--- config.mk ---
export PLATFORM = sky130hd
export DESIGN_NAME = gamepad_event_generator
export DESIGN_NICKNAME = d
export VERILOG_FILES = /design/src/hdl/gev_pkg.sv /design/src/hdl/gev_out_stage.sv /design/src/hdl/gamepad_event_generator.sv
export SDC_FILE = /design/constraint.sdc
export NUM_CORES = 2
export LEC_CHECK = 0
export ABC_AREA = 1
export BUFFER_PORTS_ARGS = -buffer_cell sky130_fd_sc_hd__buf_2
export CAP_MARGIN = 15
export CORE_ASPECT_RATIO = 0.6
export CORE_MARGIN = 4
export CORE_UTILIZATION = 30
export CTS_CLUSTER_DIAMETER = 30
export CTS_CLUSTER_SIZE = 12
export DETAILED_ROUTE_END_ITERATION = 10
export SLEW_MARGIN = 20
export SYNTH_ARGS = -nofsm -noshare
export SYNTH_HDL_FRONTEND = slang
export SYNTH_SLANG_ARGS = --single-unit
--- constraint.sdc ---
create_clock -name clock -period 10.61 [get_ports clock]
set_input_delay 0 -clock clock [delete_from_list [all_inputs] [get_ports clock]]
set_output_delay 0 -clock clock [all_outputs]
set_load 0.03 [all_outputs]
--- src/hdl/gev_pkg.sv ---
// ---------------------------------------------------------------------------
// Gamepad event generator package
// Shared widths, register indexes, event codes and the event record that
// passes from the sequencer to the output stage.
// ---------------------------------------------------------------------------
package gev_pkg;

   localparam int NUM_KEYS   = 24;
   localparam int NUM_AXES   = 6;
   localparam int KEY_W      = 5;
   localparam int AXIS_IDX_W = 3;
   localparam int AXIS_W     = 16;
   localparam int VALUE_W    = 17;
   localparam int KIND_W     = 2;
   localparam int LEVEL_W    = 15;
   localparam int BTN_W      = 14;
   localparam int STAMP_W    = 32;
   localparam int DELAY_W    = 32;

   localparam int DEFAULT_TIME_BITS = 32;

   // Configuration port.
   localparam int CSR_DATA_W  = 32;
   localparam int CSR_INDEX_W = 3;
   localparam logic [CSR_INDEX_W-1:0] CSR_LEFT_DEAD_ZONE     = 3'd0;
   localparam logic [CSR_INDEX_W-1:0] CSR_RIGHT_DEAD_ZONE    = 3'd1;
   localparam logic [CSR_INDEX_W-1:0] CSR_TRIGGER_THRESHOLD  = 3'd2;
   localparam logic [CSR_INDEX_W-1:0] CSR_FIRST_REPEAT_DELAY = 3'd3;
   localparam logic [CSR_INDEX_W-1:0] CSR_REPEAT_INTERVAL    = 3'd4;

   localparam logic [LEVEL_W-1:0] RESET_LEFT_DEAD_ZONE     = 15'd7849;
   localparam logic [LEVEL_W-1:0] RESET_RIGHT_DEAD_ZONE    = 15'd8689;
   localparam logic [LEVEL_W-1:0] RESET_TRIGGER_THRESHOLD  = 15'd3854;
   localparam logic [DELAY_W-1:0] RESET_FIRST_REPEAT_DELAY = 32'd200000;
   localparam logic [DELAY_W-1:0] RESET_REPEAT_INTERVAL    = 32'd100000;

   // Event kinds.
   localparam logic [KIND_W-1:0] KIND_PRESS   = 2'd0;
   localparam logic [KIND_W-1:0] KIND_RELEASE = 2'd1;
   localparam logic [KIND_W-1:0] KIND_REPEAT  = 2'd2;
   localparam logic [KIND_W-1:0] KIND_ANALOG  = 2'd3;

   // Axis reports use key numbers from this base upward.
   localparam logic [KEY_W-1:0] AXIS_KEY_BASE = 5'd24;

   // Request tdata layout, lowest field first.
   localparam int REQ_BTN_LO   = 0;
   localparam int REQ_LX_LO    = REQ_BTN_LO + BTN_W;
   localparam int REQ_LY_LO    = REQ_LX_LO + AXIS_W;
   localparam int REQ_RX_LO    = REQ_LY_LO + AXIS_W;
   localparam int REQ_RY_LO    = REQ_RX_LO + AXIS_W;
   localparam int REQ_LT_LO    = REQ_RY_LO + AXIS_W;
   localparam int REQ_RT_LO    = REQ_LT_LO + LEVEL_W;
   localparam int REQ_STAMP_LO = REQ_RT_LO + LEVEL_W;
   localparam int REQ_FIELDS_W = REQ_STAMP_LO + STAMP_W;
   localparam int REQ_DATA_W   = ((REQ_FIELDS_W + 7) / 8) * 8;

   // Response tdata layout: key, then value, then zero fill.
   localparam int RSP_FIELDS_W = KEY_W + VALUE_W;
   localparam int RSP_DATA_W   = ((RSP_FIELDS_W + 7) / 8) * 8;
   localparam int RSP_PAD_W    = RSP_DATA_W - RSP_FIELDS_W;

   typedef struct packed {
      logic [KIND_W-1:0]         kind;
      logic [KEY_W-1:0]          key;
      logic signed [VALUE_W-1:0] value;
   } gev_evt_type;

   // Sequencer to output stage: push offers an event, close ends the item.
   typedef struct packed {
      logic        push;
      logic        close;
      gev_evt_type evt;
   } gev_push_type;

endpackage

--- src/hdl/gev_out_stage.sv ---
// ---------------------------------------------------------------------------
// Gamepad event output stage
// Holds one event back until the next one (or the end of the item) is known,
// so that tlast can be set on the final event, then registers it onto the
// result channel.
// ---------------------------------------------------------------------------
module gev_out_stage
   import gev_pkg::*;
(
   input  logic                  clock,
   input  logic                  reset,
   input  gev_push_type          ctl,
   output logic                  ok,
   output logic                  rsp_tvalid,
   input  logic                  rsp_tready,
   output logic [RSP_DATA_W-1:0] rsp_tdata,   // key, analog_value, zero fill
   output logic [KIND_W-1:0]     rsp_tuser,   // event_kind
   output logic                  rsp_tlast
);

   logic        pend_valid_ff, pend_valid_in;
   gev_evt_type pend_ff, pend_in;
   logic        out_valid_ff, out_valid_in;
   gev_evt_type out_ff, out_in;
   logic        out_last_ff, out_last_in;
   logic        out_free;
   logic        move;

   assign out_free = !out_valid_ff || rsp_tready;
   assign ok       = !pend_valid_ff || out_free;
   assign move     = pend_valid_ff && out_free && (ctl.push || ctl.close);

   always_comb begin
      pend_valid_in = pend_valid_ff;
      pend_in       = pend_ff;
      out_valid_in  = out_valid_ff && !rsp_tready;
      out_in        = out_ff;
      out_last_in   = out_last_ff;
      if (move) begin
         out_in       = pend_ff;
         out_last_in  = ctl.close;
         out_valid_in = 1'b1;
      end
      if (ctl.push && ok) begin
         pend_in       = ctl.evt;
         pend_valid_in = 1'b1;
      end else if (ctl.close && ok) begin
         pend_valid_in = 1'b0;
      end
   end

   always_ff @(posedge clock) begin
      if (reset) begin
         pend_valid_ff <= 1'b0;
         out_valid_ff  <= 1'b0;
      end else begin
         pend_valid_ff <= pend_valid_in;
         out_valid_ff  <= out_valid_in;
      end
   end

   always_ff @(posedge clock) begin
      pend_ff     <= pend_in;
      out_ff      <= out_in;
      out_last_ff <= out_last_in;
   end

   assign rsp_tvalid = out_valid_ff;
   assign rsp_tdata  = {{RSP_PAD_W{1'b0}}, out_ff.value, out_ff.key};
   assign rsp_tuser  = out_ff.kind;
   assign rsp_tlast  = out_last_ff;

endmodule

--- src/hdl/gamepad_event_generator.sv ---
// ---------------------------------------------------------------------------
// Gamepad event generator
// Turns controller samples into analog reports and press, release and
// auto-repeat key events; a flush command releases everything.
// ---------------------------------------------------------------------------
// One transaction is taken at a time. After acceptance a sample runs six axis
// steps, twenty-four key steps and one closing step; a flush runs twenty-four
// key steps, then six axis steps and the closing step. Each step of a sample
// goes through the single shared subtractor (an axis magnitude against its
// threshold, or the time stamp against a key's repeat deadline), and a
// step that emits an event waits while the result channel is back-pressured.
// The final event of a transaction carries tlast; a transaction that causes
// no event produces nothing on the result channel.
module gamepad_event_generator
   import gev_pkg::*;
#(
   parameter int TIME_BITS = DEFAULT_TIME_BITS
) (
   input  logic                   clock,
   input  logic                   reset,
   input  logic                   req_tvalid,
   output logic                   req_tready,
   // buttons, left_x, left_y, right_x, right_y, left_trigger, right_trigger,
   // now_time, zero fill
   input  logic [REQ_DATA_W-1:0]  req_tdata,
   input  logic                   req_tuser,   // command
   output logic                   rsp_tvalid,
   input  logic                   rsp_tready,
   output logic [RSP_DATA_W-1:0]  rsp_tdata,   // key, analog_value, zero fill
   output logic [KIND_W-1:0]      rsp_tuser,   // event_kind
   output logic                   rsp_tlast,
   input  logic                   csr_we,
   input  logic [CSR_INDEX_W-1:0] csr_index,
   input  logic [CSR_DATA_W-1:0]  csr_wdata
);

   localparam int ALU_W = (TIME_BITS > VALUE_W) ? TIME_BITS : VALUE_W;

   localparam logic [2:0] ST_IDLE  = 3'd0;
   localparam logic [2:0] ST_AXIS  = 3'd1;
   localparam logic [2:0] ST_KEY   = 3'd2;
   localparam logic [2:0] ST_FKEY  = 3'd3;
   localparam logic [2:0] ST_FAXIS = 3'd4;
   localparam logic [2:0] ST_DONE  = 3'd5;

   localparam logic [KEY_W-1:0] LAST_KEY  = KEY_W'(NUM_KEYS - 1);
   localparam logic [KEY_W-1:0] LAST_AXIS = KEY_W'(NUM_AXES - 1);

   // Configuration registers.
   logic [LEVEL_W-1:0] left_dz_ff, right_dz_ff, trig_thr_ff;
   logic [DELAY_W-1:0] first_delay_ff, interval_ff;

   // Sequencer and state.
   logic [2:0]          state_ff, state_in;
   logic [KEY_W-1:0]    idx_ff, idx_in;
   logic [NUM_KEYS-1:0] held_ff, held_in;
   logic [AXIS_W-1:0]   prev_ff [NUM_AXES];
   logic [AXIS_W-1:0]   prev_in;
   logic                prev_we;
   logic [TIME_BITS-1:0] deadline_ff [NUM_KEYS];
   logic [TIME_BITS-1:0] deadline_in;
   logic                 deadline_we;

   // Latched sample.
   logic [AXIS_W-1:0]    axis_ff [NUM_AXES];
   logic [TIME_BITS-1:0] now_ff;
   logic [NUM_KEYS-1:0]  cur_ff, cur_in;

   logic [AXIS_IDX_W-1:0] aidx;
   logic                  accept;
   logic                  stage_ok;
   logic                  emit;
   logic                  go;
   gev_push_type          push;

   // Shared subtractor.
   logic [ALU_W-1:0] alu_a, alu_b;
   logic [ALU_W:0]   alu_diff;
   logic             alu_borrow;
   logic             due;

   // Axis datapath.
   logic signed [AXIS_W-1:0]  raw;
   logic                      raw_neg;
   logic signed [VALUE_W-1:0] raw_ext;
   logic [VALUE_W-1:0]        mag;
   logic [VALUE_W-1:0]        pos_scaled;
   logic signed [VALUE_W-1:0] nv_base, nv;
   logic [LEVEL_W-1:0]        thr_sel;
   logic [KEY_W-1:0]          dir_neg_key, dir_pos_key;

   // Key step.
   logic key_c, key_p, do_press, do_release, do_repeat;

   assign aidx       = idx_ff[AXIS_IDX_W-1:0];
   assign req_tready = (state_ff == ST_IDLE);
   assign accept     = req_tvalid && req_tready;

   // Axis value, magnitude and Q1.15 scaling. A positive v maps to
   // round(v * 32768 / 32767), which is v plus one exactly when v >= 16384.
   always_comb begin
      raw        = axis_ff[aidx];
      raw_neg    = raw[AXIS_W-1];
      raw_ext    = {raw[AXIS_W-1], raw};
      mag        = raw_neg ? VALUE_W'(-raw_ext) : VALUE_W'(raw_ext);
      pos_scaled = {1'b0, raw} + VALUE_W'(raw[AXIS_W-2]);
      nv_base    = raw_neg ? raw_ext : pos_scaled;
      nv         = (aidx == 3'd1 || aidx == 3'd3) ? -nv_base : nv_base;
      case (aidx)
         3'd0, 3'd1: thr_sel = left_dz_ff;
         3'd2, 3'd3: thr_sel = right_dz_ff;
         default:    thr_sel = trig_thr_ff;
      endcase
      case (aidx)
         3'd0:    begin dir_neg_key = 5'd18; dir_pos_key = 5'd19; end
         3'd1:    begin dir_neg_key = 5'd16; dir_pos_key = 5'd17; end
         3'd2:    begin dir_neg_key = 5'd22; dir_pos_key = 5'd23; end
         3'd3:    begin dir_neg_key = 5'd20; dir_pos_key = 5'd21; end
         3'd4:    begin dir_neg_key = 5'd10; dir_pos_key = 5'd10; end
         default: begin dir_neg_key = 5'd11; dir_pos_key = 5'd11; end
      endcase
   end

   // The subtractor compares a magnitude with its threshold in axis steps and
   // takes the wrapping distance to a deadline in key steps.
   always_comb begin
      if (state_ff == ST_KEY) begin
         alu_a = ALU_W'(now_ff);
         alu_b = ALU_W'(deadline_ff[idx_ff]);
      end else begin
         alu_a = ALU_W'(thr_sel);
         alu_b = ALU_W'(mag);
      end
      alu_diff   = {1'b0, alu_a} - {1'b0, alu_b};
      alu_borrow = alu_diff[ALU_W];
      due        = !alu_diff[TIME_BITS-1];
   end

   always_comb begin
      key_c      = cur_ff[idx_ff];
      key_p      = held_ff[idx_ff];
      do_press   = key_c && !key_p;
      do_release = !key_c && key_p;
      do_repeat  = key_c && key_p && due;
   end

   always_comb begin
      emit       = 1'b0;
      push.close = 1'b0;
      push.evt   = '{kind: KIND_PRESS, key: idx_ff, value: '0};
      case (state_ff)
         ST_AXIS: begin
            emit           = (prev_ff[aidx] != raw) || alu_borrow;
            push.evt.kind  = KIND_ANALOG;
            push.evt.key   = AXIS_KEY_BASE + idx_ff;
            push.evt.value = nv;
         end
         ST_KEY: begin
            emit = do_press || do_release || do_repeat;
            if (do_release) begin
               push.evt.kind = KIND_RELEASE;
            end else if (do_repeat) begin
               push.evt.kind = KIND_REPEAT;
            end
         end
         ST_FKEY: begin
            emit          = key_p;
            push.evt.kind = KIND_RELEASE;
         end
         ST_FAXIS: begin
            emit          = (prev_ff[aidx] != '0);
            push.evt.kind = KIND_ANALOG;
            push.evt.key  = AXIS_KEY_BASE + idx_ff;
         end
         ST_DONE: begin
            push.close = 1'b1;
         end
         default: begin
         end
      endcase
      push.push = emit;
      go        = !(emit || push.close) || stage_ok;
   end

   // Sequencer next state.
   always_comb begin
      state_in    = state_ff;
      idx_in      = idx_ff;
      held_in     = held_ff;
      cur_in      = cur_ff;
      prev_in     = raw;
      prev_we     = 1'b0;
      deadline_we = 1'b0;
      deadline_in = now_ff + (do_press ? TIME_BITS'(first_delay_ff) : TIME_BITS'(interval_ff));
      case (state_ff)
         ST_IDLE: begin
            if (accept) begin
               state_in = req_tuser ? ST_FKEY : ST_AXIS;
               idx_in   = '0;
            end
         end
         ST_AXIS: begin
            if (go) begin
               prev_we = 1'b1;
               if (alu_borrow) begin
                  cur_in[raw_neg ? dir_neg_key : dir_pos_key] = 1'b1;
               end
               if (idx_ff == LAST_AXIS) begin
                  state_in = ST_KEY;
                  idx_in   = '0;
               end else begin
                  idx_in = idx_ff + 5'd1;
               end
            end
         end
         ST_KEY: begin
            if (go) begin
               held_in[idx_ff] = key_c;
               deadline_we     = do_press || do_repeat;
               if (idx_ff == LAST_KEY) begin
                  state_in = ST_DONE;
               end else begin
                  idx_in = idx_ff + 5'd1;
               end
            end
         end
         ST_FKEY: begin
            if (go) begin
               held_in[idx_ff] = 1'b0;
               if (idx_ff == LAST_KEY) begin
                  state_in = ST_FAXIS;
                  idx_in   = '0;
               end else begin
                  idx_in = idx_ff + 5'd1;
               end
            end
         end
         ST_FAXIS: begin
            if (go) begin
               prev_we = 1'b1;
               prev_in = '0;
               if (idx_ff == LAST_AXIS) begin
                  state_in = ST_DONE;
               end else begin
                  idx_in = idx_ff + 5'd1;
               end
            end
         end
         ST_DONE: begin
            if (go) begin
               state_in = ST_IDLE;
            end
         end
         default: begin
            state_in = ST_IDLE;
         end
      endcase
   end

   always_ff @(posedge clock) begin
      if (reset) begin
         state_ff       <= ST_IDLE;
         idx_ff         <= '0;
         held_ff        <= '0;
         left_dz_ff     <= RESET_LEFT_DEAD_ZONE;
         right_dz_ff    <= RESET_RIGHT_DEAD_ZONE;
         trig_thr_ff    <= RESET_TRIGGER_THRESHOLD;
         first_delay_ff <= RESET_FIRST_REPEAT_DELAY;
         interval_ff    <= RESET_REPEAT_INTERVAL;
         for (int i = 0; i < NUM_AXES; i++) begin
            prev_ff[i] <= '0;
         end
      end else begin
         state_ff <= state_in;
         idx_ff   <= idx_in;
         held_ff  <= held_in;
         if (prev_we) begin
            prev_ff[aidx] <= prev_in;
         end
         if (csr_we) begin
            case (csr_index)
               CSR_LEFT_DEAD_ZONE:     left_dz_ff     <= csr_wdata[LEVEL_W-1:0];
               CSR_RIGHT_DEAD_ZONE:    right_dz_ff    <= csr_wdata[LEVEL_W-1:0];
               CSR_TRIGGER_THRESHOLD:  trig_thr_ff    <= csr_wdata[LEVEL_W-1:0];
               CSR_FIRST_REPEAT_DELAY: first_delay_ff <= csr_wdata[DELAY_W-1:0];
               CSR_REPEAT_INTERVAL:    interval_ff    <= csr_wdata[DELAY_W-1:0];
               default: begin
               end
            endcase
         end
      end
   end

   // Sample payload and repeat deadlines. A deadline is only read for a held
   // key, and every press writes it first, so it needs no reset.
   always_ff @(posedge clock) begin
      if (accept) begin
         axis_ff[0] <= req_tdata[REQ_LX_LO +: AXIS_W];
         axis_ff[1] <= req_tdata[REQ_LY_LO +: AXIS_W];
         axis_ff[2] <= req_tdata[REQ_RX_LO +: AXIS_W];
         axis_ff[3] <= req_tdata[REQ_RY_LO +: AXIS_W];
         axis_ff[4] <= {1'b0, req_tdata[REQ_LT_LO +: LEVEL_W]};
         axis_ff[5] <= {1'b0, req_tdata[REQ_RT_LO +: LEVEL_W]};
         now_ff     <= TIME_BITS'(req_tdata[REQ_STAMP_LO +: STAMP_W]);
         cur_ff     <= {8'd0, req_tdata[REQ_BTN_LO + 10 +: 4], 2'd0,
                        req_tdata[REQ_BTN_LO +: 10]};
      end else begin
         cur_ff <= cur_in;
      end
      if (deadline_we) begin
         deadline_ff[idx_ff] <= deadline_in;
      end
   end

   gev_out_stage u_out_stage (
      .clock      (clock),
      .reset      (reset),
      .ctl        (push),
      .ok         (stage_ok),
      .rsp_tvalid (rsp_tvalid),
      .rsp_tready (rsp_tready),
      .rsp_tdata  (rsp_tdata),
      .rsp_tuser  (rsp_tuser),
      .rsp_tlast  (rsp_tlast)
   );

   a_key_index_range: assert property (@(posedge clock) disable iff (reset)
      (state_ff == ST_KEY || state_ff == ST_FKEY) |-> (idx_ff <= LAST_KEY))
      else $error("key step index out of range");

   a_axis_index_range: assert property (@(posedge clock) disable iff (reset)
      (state_ff == ST_AXIS || state_ff == ST_FAXIS) |-> (idx_ff <= LAST_AXIS))
      else $error("axis step index out of range");

   a_flush_clears_keys: assert property (@(posedge clock) disable iff (reset)
      (state_ff == ST_FAXIS) |-> (held_ff == '0))
      else $error("held key survived the flush key pass");

   a_idle_after_close: assert property (@(posedge clock) disable iff (reset)
      (state_ff == ST_DONE && stage_ok) |=> (state_ff == ST_IDLE))
      else $error("sequencer did not return to idle after closing");

endmodule
==> results.toml <==
[detailed_routing]
drt_iter0_drc = 5304
drc = 0
vias_per_cell = 5.185
wirelength_mm = 166.3
ant_nets = 0
vias = 40230
wire_per_inst_um = 21.44
first_pass_iters = 6

[critical_path]
path_common_cell = "nand2_1"
max_stage_delay_ns = 0.91
crit-reg2reg-capture = "deadline_ff[4][12]"
r2r_slack_ns = 1.94
worstSetupPathType = "reg2reg"
crit_arrival_ns = 9.07
cp_max_fo = 95
reg2reg_depth = 30
crit_path_end_kind = "register"
slowest_stage = "nor2_4"
start_kind = "register"
crit_required_ns = 11.00

[synthesis]
ys_async_sr_fraction_pct = 0
yosysUniqueCellTypes = 57
synth_fa_ha_area_share_pct = 1.849
synth-simple-area-share_pct = 12.14
yosysMostFrequentCell = "edfxtp_1"
synth_top_area_share_pct = 61.25
synth-xor-area-share_pct = 1.021
synth_commonest_cells = "edfxtp_1, nor2_1, o21ai_0"
ys_seq_area_share_pct = 67.19
synth-edff-count = 1085
synth_top_family_by_area = "compound AO/OA/AOI/OAI gates"
muxShareOfSynthArea_pct = 0.1129
synth_top_cell_by_area = "edfxtp_1"
ys_ff_latch = 1243
syn_inst = 4779
synth.area.top_cells = "edfxtp_1, o21ai_0, nor2_1"
synth_compound_area_share_pct = 13.65
synth_top_flop_cell = "edfxtp_1"
syn_avg_cell_area_um2 = 11.13
syn_area_um2 = 53200
ys_warn_count = 0

[hold_path]
whs_path_depth = 2
hp-class = "in2reg"
worstHoldStart = "req_tdata[132]"
hold_end = "now_ff[24]"

[run]
maxCapViolations = 0

[floorplan]
core_area_um2 = 175800
fp.dieH_um = 334.2
die-area_um2 = 184300
num_rows = 119
die_w_um = 551.6
num_io_pins = 214
initial_core_util_pct = 30.25

[finish]
diodes = 0
finish.cell_count_without_fillers = 7758
layout-drive-gt1-share_pct = 11.58
nNetsFinal = 5561
syn_to_final_growth_pct = 22.81

[timing]
rsz0062_at_grt = "false"
max-slew-margin-rel_pct = 15.87
fmax_ghz = 0.1153
setup_viol_count_final = 0
layout_min_cycle_time_ns = 8.672
slew_viol_final = 0
fin_hold_ws_ns = 0.001160
worst_pin_slew_ns = 1.254
finalClockSkew_ns = 0.09132
period_share_pct = 81.73
tns_ns = 0
finalHoldViolations = 0

[global_route]
antenna_found_initial = 11
grt_pass1_wl_mm = 243.5
grt_pass1_vias = 37470
globalRouteTotalUtil_pct = 17.32
grt_max_degree = 220
grt_overflow = 0

[clock_network]
clk_pin_slew_ns = 0.06
ctsResizeCount = 0
clkSinkCount = 1243
cts_max_path_buffers = 4
cts_tree = "built"
htreeDepth = 4
clock_latency_ns = 0.82
cts_root_buf = "clkbuf_16"
numCtsBuffers = 157

[run_status]
status = "complete, no violations"

[placed_design]
numPortBuffers = 207
place_hpwl_mm = 96.01
dp_cells = 7155
globalplace.congestion = 0.8505

[power]
peakVddDrop_uv = 517.0
power_density_nw_per_um2 = 335.6
p_leak_nw = 23.29
-- worst max-delay path by stage --
| stage | end | slack (ns) | cells past startpoint |
|---|---|---|---|
| after floorplan | deadline_ff[17][0] | 2.80 | 30 |
| after global placement | deadline_ff[1][9] | 2.36 | 30 |
| after detailed placement | deadline_ff[1][9] | 2.25 | 30 |
| after CTS | deadline_ff[1][7] | 2.20 | 30 |
| after global routing | deadline_ff[4][12] | 1.45 | 30 |
| final | deadline_ff[4][12] | 1.94 | 30 |
-- layer usage --
metal  track usage [%]  up-vias  routed length [um]
met5                 0        -                  41
met4             3.268        6                2780
met3             5.363      252               20490
met2             23.40     2165               66630
met1             26.96    19570               76380
li1                  -    18230                   -
-- through the flow --
step | utilization (%) | worst slack (ns) | power [mW] | instance area, um2
global placement | 32.45 | 2.360 | 16.31 | 57060
floorplan | - | 2.799 | 12.81 | 53200
finish | 37.15 | 1.938 | 21.92 | 65330
CTS | 37.15 | 2.202 | 21.68 | 65330
detailed placement | 32.45 | 2.251 | 16.50 | 57060
global route | 37.15 | 1.448 | 22.92 | 65330
-- cells by family (layout without fill, tap and decap cells) --
group / Yosys count / count (layout)
adder cells (fa/ha/maj): 78 / 78
AO/OA/AOI/OAI: 1263 / 1263
XOR/XNOR: 62 / 62
flip-flops: 1243 / 1243
buffers and inverters: 537 / 1156
AND/OR/NAND/NOR: 1589 / 1589
multiplexers: 6 / 6
other: 1 / 2
-- timing repair --
item                                   in CTS  in global routing
setup buffers                               0                  0
endpoints found under the hold margin     285                  0
hold buffers                              343                  0
-- sequential cells by signal (all words and copies together), names as in the netlist, named ones only --
register                   count
deadline_ff                  768
prev_ff                      128
axis_ff                       94
first_delay_ff                32
interval_ff                   32
now_ff                        32
cur_ff                        24
held_ff                       24
u_out_stage.pend_ff           24
u_out_stage.rsp_tdata         22
left_dz_ff                    15
right_dz_ff                   15
trig_thr_ff                   15
idx_ff                         5
state_ff                       3
u_out_stage.rsp_tuser          2
u_out_stage.pend_valid_ff      1
u_out_stage.rsp_tlast          1
u_out_stage.rsp_tvalid         1
-- critical path: cells and delay by family (launching register included) --
family | cells | cell delay, ns
buffers and inverters | 2 | 0.87
AOI/OAI and AO/OA | 6 | 1.59
adders and majority gates | 2 | 0.59
DFF | 1 | 0.75
and+or+nand+nor | 20 | 4.35
-- area by class of cell --
| class | instances | area (um2) |
|---|---|---|
| clock buffers | 187 | 4167 |
| clock inverters | 73 | 666.9 |
| fillers | 16800 | 110500 |
| inverters | 241 | 927.1 |
| multi-input cells | 3000 | 15530 |
| flip-flops and latches | 1243 | 35760 |
| well taps | 2359 | 2952 |
| repair buffers | 655 | 5333 |
-- cell usage in the layout, fill, tap and decap left out, types with 33 or more instances in the layout --
cell type	count
edfxtp_1	1085
nor2_1	828
o21ai_0	729
nand2_1	452
dlygate4sd3_1	343
inv_1	226
buf_2	207
a21oi_1	176
nand3_1	167
clkbuf_16	161
dfxtp_1	153
o221ai_1	129
o22ai_1	99
buf_4	99
ha_1	77
nor3_1	46
xor2_1	45
o211ai_1	33
-- power breakdown --
part	internal, mW	switching, mW	leakage, nW	total (mW)
logic	2.25	6.94	9.68	9.19
registers	7.44	0.201	11.2	7.64
clock network	2.98	2.11	2.37	5.10
Power figures use the tool's default switching activity.
